--- config.mk ---
export PLATFORM = sky130hd
export DESIGN_NAME = k_way_sorted_merge
export DESIGN_NICKNAME = d
export VERILOG_FILES = /design/src/kwm_pkg.sv /design/src/kwm_cell.sv /design/src/k_way_sorted_merge.sv
export SDC_FILE = /design/constraint.sdc
export NUM_CORES = 2
export LEC_CHECK = 0
export ABC_AREA = 1
export BUFFER_PORTS_ARGS = -buffer_cell sky130_fd_sc_hd__buf_4
export CAP_MARGIN = 20
export CELL_PAD_IN_SITES_DETAIL_PLACEMENT = 2
export CELL_PAD_IN_SITES_GLOBAL_PLACEMENT = 2
export CORE_UTILIZATION = 40
export CTS_BUF_LIST = sky130_fd_sc_hd__clkbuf_16
export DETAILED_ROUTE_END_ITERATION = 16
export HOLD_SLACK_MARGIN = 0.12
export PLACE_DENSITY_LB_ADDON = 0.1
export SYNTH_ARGS = -nofsm -noshare
export SYNTH_HDL_FRONTEND = slang
export SYNTH_HIERARCHICAL = 1
export SYNTH_SLANG_ARGS = --single-unit
--- constraint.sdc ---
create_clock -name clock -period 5.1 [get_ports clock]
set_input_delay 0.765 -clock clock [delete_from_list [all_inputs] [get_ports clock]]
set_output_delay 0.765 -clock clock [all_outputs]
set_load 0.02 [all_outputs]
--- src/kwm_pkg.sv ---
`timescale 1ns / 1ps
`default_nettype none
// ----------------------------------------------------------------------------
// kwm_pkg
// Types and constants shared by the sorted-merge cells and the top level.
// ----------------------------------------------------------------------------
package kwm_pkg;

   localparam int MAX_STREAMS = 16;
   localparam int VALUE_BITS  = 32;
   localparam int IDX_BITS    = 4;
   localparam int CNT_BITS    = $clog2(MAX_STREAMS + 1);
   localparam int CSR_BITS    = 5;

   typedef struct packed {
      logic [IDX_BITS-1:0]          stream_index;
      logic signed [VALUE_BITS-1:0] element_value;
      logic                         stream_end;
   } req_type;

   typedef struct packed {
      logic signed [VALUE_BITS-1:0] merged_value;
      logic [IDX_BITS-1:0]          source_stream;
      logic                         merge_done;
   } rsp_type;

   // Running summary that travels down the row of cells, one cell per cycle.
   typedef struct packed {
      logic                         valid;
      logic                         ready;
      logic                         all_ended;
      logic                         found;
      logic signed [VALUE_BITS-1:0] best_value;
      logic [IDX_BITS-1:0]          best_index;
   } scan_type;

   // Commands broadcast from the controller to every cell.
   typedef struct packed {
      logic                         wr_en;
      logic [IDX_BITS-1:0]          wr_index;
      logic signed [VALUE_BITS-1:0] wr_value;
      logic                         wr_end;
      logic                         pop_en;
      logic [IDX_BITS-1:0]          pop_index;
      logic                         clear_all;
      logic [CNT_BITS-1:0]          active_count;
   } cell_cmd_type;

endpackage : kwm_pkg
`default_nettype wire

--- src/kwm_cell.sv ---
`timescale 1ns / 1ps
`default_nettype none
// ----------------------------------------------------------------------------
// kwm_cell
// One stream slot: holds its pending head and flags, and folds them into the
// scan summary that it passes to the next cell.
// ----------------------------------------------------------------------------
module kwm_cell (
   input  wire                          clock,
   input  wire                          reset,
   input  wire  [kwm_pkg::IDX_BITS-1:0] cell_id,
   input  kwm_pkg::cell_cmd_type        cmd,
   input  kwm_pkg::scan_type            scan_in,
   output kwm_pkg::scan_type            scan_out
);
   import kwm_pkg::*;

   logic signed [VALUE_BITS-1:0] head_ff;
   logic                         present_ff, present_in;
   logic                         finished_ff, finished_in;
   scan_type                     scan_ff, scan_in_next;
   logic                         active;
   logic                         wr_hit;

   assign active = ({1'b0, cell_id} < CNT_BITS'(cmd.active_count)) &&
                   (int'(cell_id) < int'(cmd.active_count));
   assign wr_hit = cmd.wr_en && (cmd.wr_index == cell_id) && active &&
                   !present_ff && !finished_ff;

   always_comb begin
      present_in  = present_ff;
      finished_in = finished_ff;
      if (cmd.clear_all) begin
         present_in  = 1'b0;
         finished_in = 1'b0;
      end else if (cmd.pop_en && (cmd.pop_index == cell_id)) begin
         present_in = 1'b0;
      end else if (wr_hit) begin
         if (cmd.wr_end) begin
            finished_in = 1'b1;
         end else begin
            present_in = 1'b1;
         end
      end
   end

   always_comb begin
      scan_in_next = scan_in;
      if (scan_in.valid && active) begin
         scan_in_next.ready     = scan_in.ready && (present_ff || finished_ff);
         scan_in_next.all_ended = scan_in.all_ended && finished_ff;
         if (present_ff && (!scan_in.found || (head_ff < scan_in.best_value))) begin
            scan_in_next.found      = 1'b1;
            scan_in_next.best_value = head_ff;
            scan_in_next.best_index = cell_id;
         end
      end
   end

   always_ff @(posedge clock) begin
      if (reset) begin
         present_ff  <= 1'b0;
         finished_ff <= 1'b0;
         scan_ff     <= '0;
      end else begin
         present_ff  <= present_in;
         finished_ff <= finished_in;
         scan_ff     <= scan_in_next;
      end
   end

   always_ff @(posedge clock) begin
      if (wr_hit && !cmd.wr_end) begin
         head_ff <= cmd.wr_value;
      end
   end

   assign scan_out = scan_ff;

endmodule : kwm_cell
`default_nettype wire

--- src/k_way_sorted_merge.sv ---
`timescale 1ns / 1ps
`default_nettype none
// ----------------------------------------------------------------------------
// k_way_sorted_merge
// Merges up to MAX_STREAMS ascending streams of signed values into one
// ascending stream, emitting the smallest pending head once every stream in
// use holds a head or has ended, and a done item when all have ended.
// ----------------------------------------------------------------------------
// Each accepted item is written into its stream's cell, and then a scan wave
// walks down the row of cells, one cell per cycle, collecting readiness and
// the smallest head (ties go to the lower stream number). An item is not
// taken until the scan wave for the one before has passed the whole cell row
// and its result, if any, has been handed to the output register. A
// result waits in an output register, so a stalled consumer does not stop the
// next item from being accepted until the following result is due.
module k_way_sorted_merge (
   input  wire                          clock,
   input  wire                          reset,
   input  wire                          req_valid,
   output logic                         req_ready,
   input  kwm_pkg::req_type             req_data,
   output logic                         rsp_valid,
   input  wire                          rsp_ready,
   output kwm_pkg::rsp_type             rsp_data,
   input  wire                          csr_wr_en,
   input  wire  [kwm_pkg::CSR_BITS-1:0] csr_wr_data
);
   import kwm_pkg::*;

   localparam logic [1:0] ST_IDLE = 2'd0;
   localparam logic [1:0] ST_SCAN = 2'd1;
   localparam logic [1:0] ST_EMIT = 2'd2;

   logic [1:0]          state_ff, state_in;
   logic [CSR_BITS-1:0] csr_ff;
   logic                start_ff;
   scan_type            result_ff;
   logic                rsp_valid_ff, rsp_valid_in;
   rsp_type             rsp_data_ff, rsp_data_in;
   logic [CNT_BITS-1:0] active_count;
   logic                accept;
   logic                emit;
   cell_cmd_type        cmd;
   scan_type            chain [0:MAX_STREAMS];

   always_comb begin
      if (csr_ff == '0) begin
         active_count = CNT_BITS'(1);
      end else if (int'(csr_ff) > MAX_STREAMS) begin
         active_count = CNT_BITS'(MAX_STREAMS);
      end else begin
         active_count = CNT_BITS'(csr_ff);
      end
   end

   assign req_ready = (state_ff == ST_IDLE);
   assign accept    = req_valid && req_ready;
   assign emit      = (state_ff == ST_EMIT) && result_ff.ready &&
                      (!rsp_valid_ff || rsp_ready);

   always_comb begin
      cmd.wr_en        = accept;
      cmd.wr_index     = req_data.stream_index;
      cmd.wr_value     = req_data.element_value;
      cmd.wr_end       = req_data.stream_end;
      cmd.clear_all    = emit && result_ff.all_ended;
      cmd.pop_en       = emit && !result_ff.all_ended && result_ff.found;
      cmd.pop_index    = result_ff.best_index;
      cmd.active_count = active_count;
   end

   assign chain[0] = '{valid: start_ff, ready: 1'b1, all_ended: 1'b1, found: 1'b0,
                       best_value: '0, best_index: '0};

   for (genvar g = 0; g < MAX_STREAMS; g++) begin : g_cell
      kwm_cell u_cell (
         .clock    (clock),
         .reset    (reset),
         .cell_id  (IDX_BITS'(g)),
         .cmd      (cmd),
         .scan_in  (chain[g]),
         .scan_out (chain[g+1])
      );
   end

   always_comb begin
      state_in = state_ff;
      unique case (state_ff)
         ST_IDLE: begin
            if (accept) begin
               state_in = ST_SCAN;
            end
         end
         ST_SCAN: begin
            if (chain[MAX_STREAMS].valid) begin
               state_in = ST_EMIT;
            end
         end
         ST_EMIT: begin
            if (!result_ff.ready || emit) begin
               state_in = ST_IDLE;
            end
         end
         default: state_in = ST_IDLE;
      endcase
   end

   always_comb begin
      rsp_valid_in = rsp_valid_ff && !rsp_ready;
      rsp_data_in  = rsp_data_ff;
      if (emit) begin
         rsp_valid_in = 1'b1;
         if (result_ff.all_ended) begin
            rsp_data_in.merged_value  = '0;
            rsp_data_in.source_stream = '0;
            rsp_data_in.merge_done    = 1'b1;
         end else begin
            rsp_data_in.merged_value  = result_ff.best_value;
            rsp_data_in.source_stream = result_ff.best_index;
            rsp_data_in.merge_done    = 1'b0;
         end
      end
   end

   always_ff @(posedge clock) begin
      if (reset) begin
         state_ff     <= ST_IDLE;
         csr_ff       <= CSR_BITS'(MAX_STREAMS);
         start_ff     <= 1'b0;
         rsp_valid_ff <= 1'b0;
      end else begin
         state_ff     <= state_in;
         start_ff     <= accept;
         rsp_valid_ff <= rsp_valid_in;
         if (csr_wr_en) begin
            csr_ff <= csr_wr_data;
         end
      end
   end

   always_ff @(posedge clock) begin
      rsp_data_ff <= rsp_data_in;
      if ((state_ff == ST_SCAN) && chain[MAX_STREAMS].valid) begin
         result_ff <= chain[MAX_STREAMS];
      end
   end

   assign rsp_valid = rsp_valid_ff;
   assign rsp_data  = rsp_data_ff;

endmodule : k_way_sorted_merge
`default_nettype wire

==> results.json <==
{
  "status": "completed",
  "dpl.cell_count": 9752,
  "p_leak_nw": 30.1,
  "final_common_cell": "inv_1",
  "yosysWarningCount": 6,
  "crit_chain": "buf_4 -> a21oi_1 -> buf_4 -> inv_1 -> ha_1 -> inv_1 -> nor2_1 -> nand4_1 -> o211ai_1 -> nor2_1 -> inv_1 -> nor2_4 -> buf_4 -> a21oi_1 -> nor2_1",
  "ctsResizeCount": 0,
  "yosysSeqAreaShare_pct": 49.1,
  "ioPinCount": 86,
  "hpwl_um": 142000,
  "hold_violations": 0,
  "cts_buffers": 151,
  "ys_ff_latch": 1269,
  "intPower_mw": 17.3,
  "track_usage_pct": 26.5,
  "drtIter0Drc": 2547,
  "wl_per_cell_um": 21.3,
  "cp_max_fo": 73,
  "layout.cells.non_filler": 10000,
  "post-route-util_pct": 45.1,
  "grt_max_degree": 74,
  "antenna_found_initial": 22,
  "rsz0062_at_grt": "false",
  "syn2layout_area_growth_pct": 12.1,
  "fmax_mhz": 286,
  "slowest_stage": "buf_4",
  "critPathLaunchType": "register",
  "critPathArrivalTime_ns": 4.17,
  "design_area_um2": 71400,
  "cp_num_buf_inv": 6,
  "fin_ws_ns": 1.61,
  "portBuffers": 85,
  "cts-root-buf": "clkbuf_16",
  "nNetsFinal": 8426,
  "via_per_inst": 5.15,
  "grt_pass1_vias": 56900,
  "cts_tree": "yes",
  "avgSynthCellArea_um2": 8.39,
  "fp.dieH_um": 401,
  "setup_viol": 0,
  "critical_path.top_delay_family": "buffers and inverters",
  "dp_slack_ns": 1.63,
  "timing.rr.start": "csr_ff[4]$_SDFFE_PP1P_",
  "p_sw_share_pct": 24.2,
  "crit_path_start": "csr_ff[4]$_SDFFE_PP1P_",
  "clkPwrFrac_pct": 47.6,
  "syn_area_um2": 63700,
  "rows": 146,
  "required_ns": 5.77,
  "die_w_um": 401,
  "holdWs_ns": 0.276,
  "grt_pass1_wl_um": 329000,
  "place_area_um2": 66400,
  "combPwrFrac_pct": 5.1,
  "max-vdd-ir-drop_mv": 0.348,
  "p_sw_mw": 5.53,
  "grt-busiest-layer": "met2",
  "postCtsHoldBufs": 0,
  "dieArea_um2": 161000,
  "grtUsageMet3_pct": 3.17,
  "worst_skew_pair.late_latency_ns": 0.81,
  "cts_setup_buffers": 0,
  "p_per_area_nw_per_um2": 320,
  "drive_gt1_share_pct": 5.54,
  "power_mw": 22.8,
  "ys_types": 30,
  "min_from": "csr_wr_data[2]",
  "period_needed_ns": 3.49,
  "use_met2_pct": 51.1,
  "cts_sinks": 1269,
  "finalSetupTns_ns": 0,
  "routed-via-count": 51700,
  "fin_skew_ns": 0.0270,
  "overflow": 0,
  "cts_max_level": 4,
  "place_congestion": 0.775,
  "synthCells": 7587,
  "hp-class": "primary input to register",
  "seq_power_share_pct": 47.3,
  "drtAntennaViolNets": 0,
  "routed_wl_um": 214000,
  "initial_utilization_pct": 40.2,
  "mostFrequentLayoutCells": "1447 x inv_1, 1206 x nand2_1, 909 x nor2_1",
  "maxCapViolations": 0,
  "slowest_delay_ns": 0.59,
  "cts.clk_slew.worst_paths_ns": 0.06,
  "drv_slew": 0,
  "drc": 0,
  "met1_usage_pct": 29.7,
  "critPathCaptureType": "register",
  "setup.worst_path.class": "register to register",
  "tightestPinTransition_ns": 0.919,
  "dr.pass1.iters": 7,
  "max_slew_margin_pct": 38.8,
  "period_share_pct": 68.5,
  "coreArea_um2": 158000,
  "cts.path.max_buffers": 3
}
-- cell usage after synthesis --
| master | instances | area share [%] |
|---|---|---|
| nand3_4 | 16 | 0.44 |
| nor2_1 | 926 | 5.5 |
| inv_1 | 1408 | 8.3 |
| dfxtp_1 | 681 | 21 |
| nand4_1 | 32 | 0.31 |
| clkbuf_1 | 49 | 0.29 |
| xor2_1 | 16 | 0.22 |
| buf_2 | 113 | 0.89 |
| nor2_2 | 2 | 0.020 |
| nand2_1 | 1206 | 7.1 |
| nand3_1 | 691 | 5.4 |
| a21boi_0 | 1 | 0.012 |
| a21oi_2 | 1 | 0.014 |
| edfxtp_1 | 588 | 28 |
| inv_2 | 32 | 0.19 |
| conb_1 | 2 | 0.012 |
| nand2_2 | 1 | 0.0098 |
| a221oi_1 | 16 | 0.22 |
| nor3_1 | 32 | 0.25 |
| nand3b_1 | 1 | 0.012 |
| o21ai_0 | 164 | 1.3 |
| nor4_1 | 16 | 0.16 |
| buf_4 | 48 | 0.57 |
| ha_1 | 544 | 11 |
| a21oi_1 | 854 | 6.7 |
| xnor2_1 | 32 | 0.44 |
| nor2_4 | 16 | 0.28 |
| buf_6 | 67 | 1.2 |
| o22ai_1 | 16 | 0.16 |
| o211ai_1 | 16 | 0.19 |
-- state kept, by name (all words and copies together), names as in the netlist --
register and cells:
cmd 4, g_cell.u_cell/scan_out 640, rsp_valid 1, state_ff 2, g_cell.u_cell/head_ff 512, g_cell.u_cell/present_ff 16
result_ff 35, start_ff 1, g_cell.u_cell/finished_ff 16, csr_ff 5, rsp_data 37
-- power groups by stage --
| stage | logic, mW | clock network, mW | registers [mW] |
|---|---|---|---|
| 2_1_floorplan | 0.658 | 0 | 11.0 |
| 3_3_place_gp | 1.08 | 0 | 11.0 |
| 3_5_place_dp | 1.14 | 0 | 11.0 |
| 4_1_cts | 1.16 | 11.1 | 10.8 |
| 5_1_grt | 1.30 | 11.5 | 10.8 |
| 6_report | 1.17 | 10.9 | 10.8 |
-- worst reg2reg max path: stages (launching register included) --
cell      delay, ns
dfxtp_1        0.35
buf_4          0.38
a21oi_1        0.12
buf_4          0.21
inv_1          0.08
ha_1           0.24
inv_1          0.06
nor2_1         0.05
nand4_1        0.10
o211ai_1       0.15
nor2_1         0.28
inv_1          0.14
nor2_4         0.09
buf_4          0.59
a21oi_1        0.25
nor2_1         0.31
-- layer usage --
| metal | vias to the layer above | share of wire [%] |
|---|---|---|
| met5 | - | 0.0075 |
| met4 | 2 | 3.1 |
| met3 | 351 | 3.2 |
| met2 | 751 | 54 |
| met1 | 25900 | 40 |
| li1 | 24700 | - |
-- cell type report --
class	count	area, um2
clock buffer	155	3880
clock inverter	129	1070
fill	17800	86800
antenna	1	2.50
inverter	1440	5410
timing repair buffer	142	1130
sequential	1269	31300
multi-input combinational	4831	26000
tap	2072	2590
-- cells by family (layout without fill, tap and decap cells) --
kind of cell	Yosys count	in the layout	synth area share, %
AOI/OAI and AO/OA	1068	1068	8.59
xor gates and xnor gates	48	48	0.660
adders and majority gates	544	544	10.7
buffers and inverters	1717	1866	11.4
DFF	1269	1269	49.1
other	2	233	0.0118
and+or+nand+nor	2939	2939	19.5
-- final timing paths --
kind	end	slack (ns)	depth (start not counted)
worst max-delay path	g_cell[8].u_cell/scan_out[23]$_SDFF_PP0_	1.61	15
worst min-delay path	csr_ff[2]$_SDFFE_PP0P_	0.28	3
worst max register to register	g_cell[8].u_cell/scan_out[23]$_SDFF_PP0_	1.61	15
worst min register to register	result_ff[9]$_DFFE_PP_	0.40	0
(Power assumes the default switching activity.)
